--- src/rtl/core/sssd_pkg.sv ---
// ----------------------------------------------------------------------------
// sssd_pkg
// Shared types, codes and the segment table of the seven-segment scan driver.
// ----------------------------------------------------------------------------
package sssd_pkg;

  localparam int KIND_W      = 2;
  localparam int IN_DATA_W   = 8;
  localparam int OUT_DATA_W  = 24;
  localparam int CFG_ADDR_W  = 2;
  localparam int CFG_DATA_W  = 16;
  localparam int SEG_W       = 7;
  localparam int DIG_LINES_W = 8;
  localparam int CODE_W      = 4;
  localparam int TICK_W      = 16;
  localparam int DCOUNT_W    = 4;

  typedef enum logic [KIND_W-1:0] {
    KIND_CHAR = 2'd0,
    KIND_END  = 2'd1,
    KIND_TICK = 2'd2,
    KIND_OFF  = 2'd3
  } kind_t;

  // Classified request handed from front to back.
  typedef enum logic [2:0] {
    OP_SYM,
    OP_POINT,
    OP_BAD,
    OP_END,
    OP_TICK,
    OP_OFF
  } op_t;

  localparam logic [CFG_ADDR_W-1:0] REG_DIGIT_COUNT = 2'd0;
  localparam logic [CFG_ADDR_W-1:0] REG_SIGN_POS    = 2'd1;
  localparam logic [CFG_ADDR_W-1:0] REG_SCAN_TICKS  = 2'd2;

  localparam logic [DCOUNT_W-1:0] DIGIT_COUNT_RST = 4'd4;
  localparam logic [TICK_W-1:0]   SCAN_TICKS_RST  = 16'd5500;

  // Symbol codes: 0 blank, 1..9 digits, 10 digit zero, 11 minus, 15 none.
  localparam logic [CODE_W-1:0] CODE_BLANK = 4'd0;
  localparam logic [CODE_W-1:0] CODE_ZERO  = 4'd10;
  localparam logic [CODE_W-1:0] CODE_MINUS = 4'd11;
  localparam logic [CODE_W-1:0] CODE_NONE  = 4'd15;

  localparam logic [IN_DATA_W-1:0] CHAR_ZERO  = 8'h30;
  localparam logic [IN_DATA_W-1:0] CHAR_ONE   = 8'h31;
  localparam logic [IN_DATA_W-1:0] CHAR_NINE  = 8'h39;
  localparam logic [IN_DATA_W-1:0] CHAR_MINUS = 8'h2D;
  localparam logic [IN_DATA_W-1:0] CHAR_POINT = 8'h2E;

  typedef struct packed {
    op_t               op;
    logic [CODE_W-1:0] code;
  } item_t;

  typedef struct packed {
    logic              pt;
    logic [CODE_W-1:0] code;
  } sym_t;

  typedef struct packed {
    logic [DCOUNT_W-1:0] digit_count;
    logic                sign_positive;
    logic [TICK_W-1:0]   scan_ticks;
  } cfg_t;

  // Segment pattern, bit0 = a .. bit6 = g, active high.
  function automatic logic [SEG_W-1:0] seg_pattern(input logic [CODE_W-1:0] code);
    logic [SEG_W-1:0] p;
    case (code)
      4'd1:       p = 7'h06;
      4'd2:       p = 7'h5B;
      4'd3:       p = 7'h4F;
      4'd4:       p = 7'h66;
      4'd5:       p = 7'h6D;
      4'd6:       p = 7'h7D;
      4'd7:       p = 7'h07;
      4'd8:       p = 7'h7F;
      4'd9:       p = 7'h67;
      CODE_ZERO:  p = 7'h3F;
      CODE_MINUS: p = 7'h40;
      default:    p = 7'h00;
    endcase
    return p;
  endfunction

endpackage

--- src/rtl/core/sssd_front.sv ---
// ----------------------------------------------------------------------------
// sssd_front
// Accepts input requests and classifies characters into symbol operations.
// ----------------------------------------------------------------------------
module sssd_front (
  input  logic                           clk,
  input  logic                           rst_n,
  input  logic                           in_tvalid,
  output logic                           in_tready,
  input  logic [sssd_pkg::IN_DATA_W-1:0] in_tdata,
  input  logic [sssd_pkg::KIND_W-1:0]    in_tuser,
  input  logic                           q_ready,
  output logic                           q_push,
  output sssd_pkg::item_t                q_item
);
  import sssd_pkg::*;

  // Hold off requests until the first cycle after reset.
  logic live_r;

  always_ff @(posedge clk) begin
    if (!rst_n) begin
      live_r <= 1'b0;
    end else begin
      live_r <= 1'b1;
    end
  end

  assign in_tready = live_r & q_ready;
  assign q_push    = in_tvalid & in_tready;

  always_comb begin
    q_item.op   = OP_BAD;
    q_item.code = CODE_NONE;
    case (kind_t'(in_tuser))
      KIND_CHAR: begin
        if (in_tdata == CHAR_ZERO) begin
          q_item.op   = OP_SYM;
          q_item.code = CODE_ZERO;
        end else if (in_tdata inside {[CHAR_ONE:CHAR_NINE]}) begin
          q_item.op   = OP_SYM;
          q_item.code = CODE_W'(in_tdata - CHAR_ZERO);
        end else if (in_tdata == CHAR_MINUS) begin
          q_item.op   = OP_SYM;
          q_item.code = CODE_MINUS;
        end else if (in_tdata == CHAR_POINT) begin
          q_item.op   = OP_POINT;
        end else begin
          q_item.op   = OP_BAD;
        end
      end
      KIND_END:  q_item.op = OP_END;
      KIND_TICK: q_item.op = OP_TICK;
      KIND_OFF:  q_item.op = OP_OFF;
      default:   q_item.op = OP_OFF;
    endcase
  end

endmodule

--- src/rtl/core/sssd_queue.sv ---
// ----------------------------------------------------------------------------
// sssd_queue
// Two-entry queue of classified requests between front and back.
// ----------------------------------------------------------------------------
module sssd_queue (
  input  logic            clk,
  input  logic            rst_n,
  input  logic            push,
  input  sssd_pkg::item_t push_item,
  output logic            ready,
  input  logic            pop,
  output sssd_pkg::item_t pop_item,
  output logic            valid
);
  import sssd_pkg::*;

  item_t      slot_r [2];
  logic       wr_ptr_r;
  logic       rd_ptr_r;
  logic [1:0] count_r;

  always_ff @(posedge clk) begin
    if (!rst_n) begin
      wr_ptr_r <= 1'b0;
      rd_ptr_r <= 1'b0;
      count_r  <= 2'd0;
    end else begin
      if (push) wr_ptr_r <= ~wr_ptr_r;
      if (pop)  rd_ptr_r <= ~rd_ptr_r;
      count_r <= count_r + 2'(push) - 2'(pop);
    end
  end

  always_ff @(posedge clk) begin
    if (push) slot_r[wr_ptr_r] <= push_item;
  end

  assign ready    = (count_r != 2'd2);
  assign valid    = (count_r != 2'd0);
  assign pop_item = slot_r[rd_ptr_r];

endmodule

--- src/rtl/core/sssd_back.sv ---
// ----------------------------------------------------------------------------
// sssd_back
// Symbol staging, display buffer, scan timing and the registered line levels.
// ----------------------------------------------------------------------------
module sssd_back #(
  parameter int MAX_DIGITS = 8
) (
  input  logic                            clk,
  input  logic                            rst_n,
  input  sssd_pkg::cfg_t                  cfg,
  input  logic                            q_valid,
  input  sssd_pkg::item_t                 q_item,
  output logic                            q_pop,
  output logic                            out_tvalid,
  input  logic                            out_tready,
  output logic [sssd_pkg::OUT_DATA_W-1:0] out_tdata
);
  import sssd_pkg::*;

  localparam int CW = $clog2(MAX_DIGITS + 1);
  localparam int SW = (MAX_DIGITS > 1) ? $clog2(MAX_DIGITS) : 1;
  localparam int MW = (MAX_DIGITS > DIG_LINES_W) ? MAX_DIGITS : DIG_LINES_W;

  logic [CODE_W-1:0] pend_r, pend_nxt;
  sym_t              staged_r [MAX_DIGITS];
  sym_t              staged_nxt [MAX_DIGITS];
  sym_t              staged_push [MAX_DIGITS];
  sym_t              shown_r [MAX_DIGITS];
  sym_t              shown_nxt [MAX_DIGITS];
  logic [CW-1:0]     staged_cnt_r, staged_cnt_nxt, cnt_push;
  logic [CW-1:0]     shown_cnt_r, shown_cnt_nxt;
  logic              rej_r, rej_nxt;
  logic [SW-1:0]     scan_r, scan_nxt;
  logic [TICK_W-1:0] tick_r, tick_nxt;
  logic              on_r, on_nxt;
  logic              out_valid_r;
  logic [OUT_DATA_W-1:0] out_data_r, out_data_nxt;

  logic              push_en;
  sym_t              push_sym;
  logic              rej_out;
  logic [4:0]        dc5;
  logic [CW-1:0]     d_eff, n_cur, n_new;
  logic [SW-1:0]     si0, si_mid;
  logic [TICK_W-1:0] limit, t1;
  logic [MW-1:0]     mask, sel, dig;
  logic              lit, pt;
  logic [SEG_W-1:0]  segs;
  sym_t              cur_sym;

  assign q_pop = q_valid & (~out_valid_r | out_tready);

  always_comb begin
    // effective digit count, clamped to 1..MAX_DIGITS
    dc5 = {1'b0, cfg.digit_count};
    if (dc5 == 5'd0) begin
      d_eff = CW'(1);
    end else if (dc5 > 5'(MAX_DIGITS)) begin
      d_eff = CW'(MAX_DIGITS);
    end else begin
      d_eff = CW'(dc5);
    end
    n_cur = (shown_cnt_r < d_eff) ? shown_cnt_r : d_eff;
    si0   = (CW'(scan_r) >= d_eff) ? '0 : scan_r;

    // symbol to push into staging for this request, if any
    push_en  = 1'b0;
    push_sym = '0;
    case (q_item.op)
      OP_SYM, OP_END: begin
        if (!rej_r && pend_r != CODE_NONE) begin
          push_en  = 1'b1;
          push_sym = '{pt: 1'b0, code: pend_r};
        end
      end
      OP_POINT: begin
        if (!rej_r) begin
          push_en  = 1'b1;
          push_sym = '{pt: 1'b1, code: (pend_r == CODE_NONE) ? CODE_BLANK : pend_r};
        end
      end
      default: ;
    endcase

    staged_push[0] = push_en ? push_sym : staged_r[0];
    for (int i = 1; i < MAX_DIGITS; i++) begin
      staged_push[i] = push_en ? staged_r[i-1] : staged_r[i];
    end
    cnt_push = (push_en && staged_cnt_r != CW'(MAX_DIGITS)) ? staged_cnt_r + CW'(1)
                                                           : staged_cnt_r;

    pend_nxt       = pend_r;
    staged_nxt     = staged_r;
    staged_cnt_nxt = staged_cnt_r;
    shown_nxt      = shown_r;
    shown_cnt_nxt  = shown_cnt_r;
    rej_nxt        = rej_r;
    tick_nxt       = tick_r;
    on_nxt         = on_r;
    si_mid         = si0;
    rej_out        = rej_r;
    limit          = (cfg.scan_ticks == '0) ? TICK_W'(1) : cfg.scan_ticks;
    t1             = tick_r + TICK_W'(1);

    case (q_item.op)
      OP_SYM: begin
        if (!rej_r) begin
          staged_nxt     = staged_push;
          staged_cnt_nxt = cnt_push;
          pend_nxt       = q_item.code;
        end
      end
      OP_POINT: begin
        if (!rej_r) begin
          staged_nxt     = staged_push;
          staged_cnt_nxt = cnt_push;
          pend_nxt       = CODE_NONE;
        end
      end
      OP_BAD: begin
        rej_out = 1'b1;
        if (!rej_r) begin
          rej_nxt = 1'b1;
          for (int i = 0; i < MAX_DIGITS; i++) staged_nxt[i] = '0;
          staged_cnt_nxt = '0;
          pend_nxt       = CODE_NONE;
        end
      end
      OP_END: begin
        if (!rej_r) begin
          shown_nxt     = staged_push;
          shown_cnt_nxt = cnt_push;
          si_mid        = '0;
          tick_nxt      = '0;
          on_nxt        = 1'b1;
        end
        for (int i = 0; i < MAX_DIGITS; i++) staged_nxt[i] = '0;
        staged_cnt_nxt = '0;
        pend_nxt       = CODE_NONE;
        rej_nxt        = 1'b0;
      end
      OP_TICK: begin
        if (on_r && n_cur > CW'(1)) begin
          if (t1 >= limit) begin
            tick_nxt = '0;
            si_mid   = (CW'(si0) + CW'(1) >= n_cur) ? '0 : si0 + SW'(1);
          end else begin
            tick_nxt = t1;
          end
        end
      end
      OP_OFF: on_nxt = 1'b0;
      default: ;
    endcase

    n_new    = (shown_cnt_nxt < d_eff) ? shown_cnt_nxt : d_eff;
    scan_nxt = (CW'(si_mid) >= n_new) ? '0 : si_mid;

    // line levels after this request
    cur_sym = shown_nxt[scan_nxt];
    for (int i = 0; i < MW; i++) mask[i] = (i < int'(d_eff));
    sel = MW'(1) << scan_nxt;
    lit = on_nxt && (n_new != '0);
    if (cfg.sign_positive) begin
      dig  = lit ? (mask & ~sel) : mask;
      segs = lit ? seg_pattern(cur_sym.code) : '0;
      pt   = lit & cur_sym.pt;
    end else begin
      dig  = lit ? sel : '0;
      segs = lit ? ~seg_pattern(cur_sym.code) : '1;
      pt   = ~(lit & cur_sym.pt);
    end
    out_data_nxt = {7'd0, rej_out, dig[DIG_LINES_W-1:0], pt, segs};
  end

  always_ff @(posedge clk) begin
    if (!rst_n) begin
      pend_r       <= CODE_NONE;
      staged_cnt_r <= '0;
      shown_cnt_r  <= '0;
      rej_r        <= 1'b0;
      scan_r       <= '0;
      tick_r       <= '0;
      on_r         <= 1'b0;
      out_valid_r  <= 1'b0;
      for (int i = 0; i < MAX_DIGITS; i++) begin
        staged_r[i] <= '0;
        shown_r[i]  <= '0;
      end
    end else begin
      if (q_pop) begin
        pend_r       <= pend_nxt;
        staged_r     <= staged_nxt;
        staged_cnt_r <= staged_cnt_nxt;
        shown_r      <= shown_nxt;
        shown_cnt_r  <= shown_cnt_nxt;
        rej_r        <= rej_nxt;
        scan_r       <= scan_nxt;
        tick_r       <= tick_nxt;
        on_r         <= on_nxt;
        out_valid_r  <= 1'b1;
      end else if (out_tready) begin
        out_valid_r  <= 1'b0;
      end
    end
  end

  always_ff @(posedge clk) begin
    if (q_pop) out_data_r <= out_data_nxt;
  end

  assign out_tvalid = out_valid_r;
  assign out_tdata  = out_data_r;

endmodule

--- src/rtl/core/seven_segment_scan_driver.sv ---
// ----------------------------------------------------------------------------
// Seven-segment scan driver
// Parses display characters, commits strings and scans a multiplexed display.
// ----------------------------------------------------------------------------
// Usage:
//   in_*   : one request per accepted beat. in_tuser is the kind (character,
//            end of string, tick, turn off), in_tdata the ASCII character.
//   out_*  : exactly one result per request, the line levels after it.
//   cfg_*  : register writes (digit count, polarity, scan ticks), taken on
//            any cycle with cfg_we high; write them only while idle.
// Timing:
//   An accepted request goes through the queue and the output register to
//   out_*. Sustained rate is one request per cycle while results are taken;
//   the back end updates all of its state in the cycle it pops a request.
// Reset:
//   rst_n low clears all control state and loads register defaults;
//   in_tready stays low until the first cycle after reset is released.
// Stall:
//   A held result keeps out_tdata stable; the two-entry queue takes up to
//   two more requests, then in_tready drops until the result is taken.
// ----------------------------------------------------------------------------
module seven_segment_scan_driver #(
  parameter int MAX_DIGITS = 8
) (
  input  logic                            clk,
  input  logic                            rst_n,
  input  logic                            in_tvalid,
  output logic                            in_tready,
  // char_code[7:0]
  input  logic [sssd_pkg::IN_DATA_W-1:0]  in_tdata,
  // kind[1:0]
  input  logic [sssd_pkg::KIND_W-1:0]     in_tuser,
  output logic                            out_tvalid,
  input  logic                            out_tready,
  // segment_lines[6:0], point_line[7], digit_lines[15:8], string_rejected[16]
  output logic [sssd_pkg::OUT_DATA_W-1:0] out_tdata,
  input  logic                            cfg_we,
  input  logic [sssd_pkg::CFG_ADDR_W-1:0] cfg_addr,
  input  logic [sssd_pkg::CFG_DATA_W-1:0] cfg_wdata
);
  import sssd_pkg::*;

  cfg_t  cfg_r;
  logic  q_push, q_ready, q_pop, q_valid;
  item_t q_in_item, q_out_item;

  // Configuration registers; writes beyond the list are dropped.
  always_ff @(posedge clk) begin
    if (!rst_n) begin
      cfg_r.digit_count   <= DIGIT_COUNT_RST;
      cfg_r.sign_positive <= 1'b1;
      cfg_r.scan_ticks    <= SCAN_TICKS_RST;
    end else if (cfg_we) begin
      case (cfg_addr)
        REG_DIGIT_COUNT: cfg_r.digit_count   <= cfg_wdata[DCOUNT_W-1:0];
        REG_SIGN_POS:    cfg_r.sign_positive <= cfg_wdata[0];
        REG_SCAN_TICKS:  cfg_r.scan_ticks    <= cfg_wdata[TICK_W-1:0];
        default: ;
      endcase
    end
  end

  // Front: handshake and character classification.
  sssd_front u_front (
    .clk       (clk),
    .rst_n     (rst_n),
    .in_tvalid (in_tvalid),
    .in_tready (in_tready),
    .in_tdata  (in_tdata),
    .in_tuser  (in_tuser),
    .q_ready   (q_ready),
    .q_push    (q_push),
    .q_item    (q_in_item)
  );

  // Decoupling queue so a stalled result does not block the front at once.
  sssd_queue u_queue (
    .clk       (clk),
    .rst_n     (rst_n),
    .push      (q_push),
    .push_item (q_in_item),
    .ready     (q_ready),
    .pop       (q_pop),
    .pop_item  (q_out_item),
    .valid     (q_valid)
  );

  // Back: staging, display buffer, scan and output register.
  sssd_back #(
    .MAX_DIGITS (MAX_DIGITS)
  ) u_back (
    .clk        (clk),
    .rst_n      (rst_n),
    .cfg        (cfg_r),
    .q_valid    (q_valid),
    .q_item     (q_out_item),
    .q_pop      (q_pop),
    .out_tvalid (out_tvalid),
    .out_tready (out_tready),
    .out_tdata  (out_tdata)
  );

endmodule

--- config.mk ---
export PLATFORM = sky130hd
export DESIGN_NAME = seven_segment_scan_driver
export DESIGN_NICKNAME = d
export VERILOG_FILES = /design/src/rtl/core/sssd_pkg.sv /design/src/rtl/core/sssd_front.sv /design/src/rtl/core/sssd_queue.sv /design/src/rtl/core/sssd_back.sv /design/src/rtl/core/seven_segment_scan_driver.sv
export SDC_FILE = /design/constraint.sdc
export NUM_CORES = 1
export LEC_CHECK = 0
export BUFFER_PORTS_ARGS = -buffer_cell sky130_fd_sc_hd__buf_2
export CAP_MARGIN = 20
export CORE_MARGIN = 2
export CORE_UTILIZATION = 42
export DETAILED_ROUTE_END_ITERATION = 7
export PLACE_DENSITY_LB_ADDON = 0.2
export SLEW_MARGIN = 20
export SYNTH_ARGS = -nofsm -noshare
export SYNTH_HDL_FRONTEND = slang
export SYNTH_SLANG_ARGS = --single-unit
export TNS_END_PERCENT = 10
--- constraint.sdc ---
create_clock -name clk -period 8.1 [get_ports clk]
set_input_delay 0.81 -clock clk [delete_from_list [all_inputs] [get_ports clk]]
set_output_delay 0.81 -clock clk [all_outputs]
set_load 0.03 [all_outputs]
==> reports/metrics.cfg <==
[min_path]
min_from=u_back.shown_r[2]
worstHoldEndpoint=u_back.shown_r[2]
hp-class=flip-flop to flip-flop
worstHoldPathCells=2

[setup_path]
criticalPathCategory=flip-flop to flip-flop
rr_startpoint=cfg_r[19]
r2r_setup_slack_ps=710
crit_path_frequent_cell=ha_1
start_kind=flip-flop
arrival_ps=7560
rr_endpoint=u_back.out_tdata[2]
cp_max_fo=10
required_ps=8260
endpoint_kind=flip-flop
worst_r2r_path_depth=32
critical-path-slowest-cell=a211oi_4
slowest_delay_ps=440

[routing]
routed_via_density=5.49
avgRoutedWirePerCell_um=15.9
antenna_left=0
drc=0
firstDrtPassIters=5
finalWirelength_um=24100
drt-initial-drc-count=552
num_vias=8305

[logic_synthesis]
synth_top_area_share_pct=28.0
async_flop_share_pct=0
synth_edf_count=31
synth_area_leader_cell=dfxtp_1
ys_types=87
synth_cells=1173
syn_avg_cell_area_um2=8.61
muxShareOfSynthArea_pct=5.93
synth_xor_xnor_area_share_pct=2.60
synth_compound_gate_area_share_pct=23.2
ys_ff_latch=172
synth-main-ff-cell=dfxtp_1
synthSimpleGateAreaFrac_pct=20.6
syn_area_um2=10100
yosys-top-cells-area=dfxtp_1, edfxtp_1, nand2_1
seq_area_frac_synth_pct=37.2
synth_fa_ha_area_share_pct=5.43
synth_top_family_by_area=compound AO/OA/AOI/OAI gates
yosysWarnings=0

[finish]
mostFrequentLayoutCells=nand2_1, dfxtp_1, o21ai_0
postLayoutCellArea_um2=11100
drive_above_1_share_pct=11.1
syn_to_final_growth_pct=10.1
final_common_cell=nand2_1
diodes=0
final_nets=1257

[floorplan]
initial_utilization_pct=42.9
io_pins=59
rows=56
coreArea_um2=23500
die-area_um2=25300
die_height_um=159
die_x_um=159

[sta]
hold_viol_final=0
timing.fmax_ghz=0.135
min_period_ps=7390
fin_setup_tns_ps=0
skew_ps=11.6
relSlewSlack_pct=36.8
rsz0062_at_grt=false
fin_ws_ps=706
setup_violations=0
period_share_pct=91.3
slew_viol_final=0
tightest_slew_ps=944

[cts]
cts_tree=built
cts_num_sinks=172
clkTransAtPathRegs_ps=70
cts-buffers-inserted=17
clockBufferDepth=2
clkLatencyLatePin_ps=440
root_buffer=clkbuf_16
postCtsHoldBufs=0
ctsHtreeMaxLevel=4

[global_routing]
grt_start_max_net_pins=76
grt_pass1_wl_um=39800
grt_use_total_pct=19.2
first_global_vias=7519
overflow=0
antenna_found_initial=0

[placed_design]
dp_hpwl_um=16600
gp_congestion=0.909
postPlaceCellArea_um2=10500
port_buffers=51
pre_cts_ws_ps=624

[pwr]
power_switching_uw=895
p_clk_share_pct=34.1
switching_share_pct=35.1
seqPwrFrac_pct=38.9
powerDensity_nw_per_um2=229
p_int_uw=1650
ir_drop_uv=103
pwr-share-comb_pct=27.0
p_leak_uw=0.00437

[run]
cap_violations=0

[outcome]
status=finished clean

-- cells by family after synthesis --
group	after synthesis
AND/OR/NAND/NOR	430
AO/OA/AOI/OAI	321
flip-flops	172
buffers and inverters	116
multiplexers	59
adder cells (fa/ha/maj)	44
XOR/XNOR	30
other	1
-- registers in the layout, summed over array words and instances (netlist names), named ones only --
name and flops:
u_back.on_r 1, u_front.live_r 1, u_back.rej_r 1, u_back.pend_r 4, u_queue.count_r 2, u_back.shown_r 40
u_queue.wr_ptr_r 1, u_back.scan_r 3, u_back.tick_r 16, u_queue.slot_r 14, u_queue.rd_ptr_r 1, u_back.out_tdata 17
u_back.shown_cnt_r 4, u_back.out_tvalid 1, u_back.staged_r 40, u_back.staged_cnt_r 4, cfg_r 21
-- metrics by stage --
| stage | hold slack (ps) | utilization [%] | instances | total power [uW] |
|---|---|---|---|---|
| after floorplan | 443 | - | 1179 | 1540 |
| after global placement | 451 | 44.6 | 1481 | 1700 |
| after detailed placement | 458 | 44.6 | 1481 | 1700 |
| after CTS | 468 | 47.2 | 1513 | 2570 |
| after global routing | 481 | 47.2 | 1513 | 2680 |
| final | 465 | 47.2 | 1513 | 2550 |
-- power by group through the flow --
stage	registers (uW)	logic, uW	clock network (uW)
detailed placement	1010	690	0
CTS	992	692	887
floorplan	1050	484	0
global route	1000	753	925
global placement	1010	689	0
finish	993	688	869
-- cell usage after synthesis (8+ instances only) --
cell type / n
a21boi_0: 46
a21o_1: 11
a21oi_1: 34
a22oi_1: 41
and2_1: 23
and3_1: 21
buf_4: 8
clkbuf_1: 56
dfxtp_1: 141
edfxtp_1: 31
ha_1: 43
inv_1: 37
mux2i_1: 55
nand2_1: 194
nand2b_1: 9
nand3_1: 15
nor2_1: 52
nor2b_1: 57
nor3_1: 17
o211a_1: 10
o211ai_1: 17
o21ai_0: 81
xnor2_1: 14
xor2_1: 16
-- metal layers --
metal | track usage (%) | share of wire (%) | up-vias
met5 | 0 | 0 | -
met4 | 5.37 | 1.5 | 0
met2 | 28.2 | 43 | 184
li1 | - | - | 4184
met1 | 28.5 | 51 | 3905
met3 | 3.67 | 4.5 | 32
-- cell type report --
| type | count | area (um^2) |
|---|---|---|
| inverter | 39 | 146 |
| clock buffer | 18 | 429 |
| timing repair buffer | 60 | 325 |
| sequential | 172 | 3750 |
| fill | 2269 | 12400 |
| tap | 319 | 399 |
| clock inverter | 14 | 185 |
| multi-input combinational | 891 | 5880 |
-- how the worst max path moves through the flow --
stage / from / cells after the start / slack (ps) / end
global placement: u_back.tick_r[0] / 29 / 870 / u_back.out_tdata[3]
detailed placement: u_back.tick_r[0] / 30 / 620 / u_back.out_tdata[1]
CTS: u_back.tick_r[0] / 30 / 580 / u_back.out_tdata[1]
finish: cfg_r[19] / 32 / 710 / u_back.out_tdata[2]
global route: u_back.tick_r[0] / 30 / 0.3 / u_back.out_tdata[2]
floorplan: u_back.tick_r[0] / 29 / 1410 / u_back.out_tdata[3]
-- critical path: cells and delay by family (launching register included) --
family | cells | cell delay (ps)
AOI/OAI and AO/OA | 11 | 2490
and+or+nand+nor | 12 | 2350
adders and majority gates | 5 | 1230
buffers and inverters | 3 | 440
DFF | 1 | 410
xor gates and xnor gates | 1 | 180
-- repair_timing --
item,in CTS,in global routing
setup endpoints to repair,0,5
endpoints found under the hold margin,0,0
gates resized for setup,0,2
buffers inserted,0,0
Note: power is estimated with default switching activity, not from simulation.
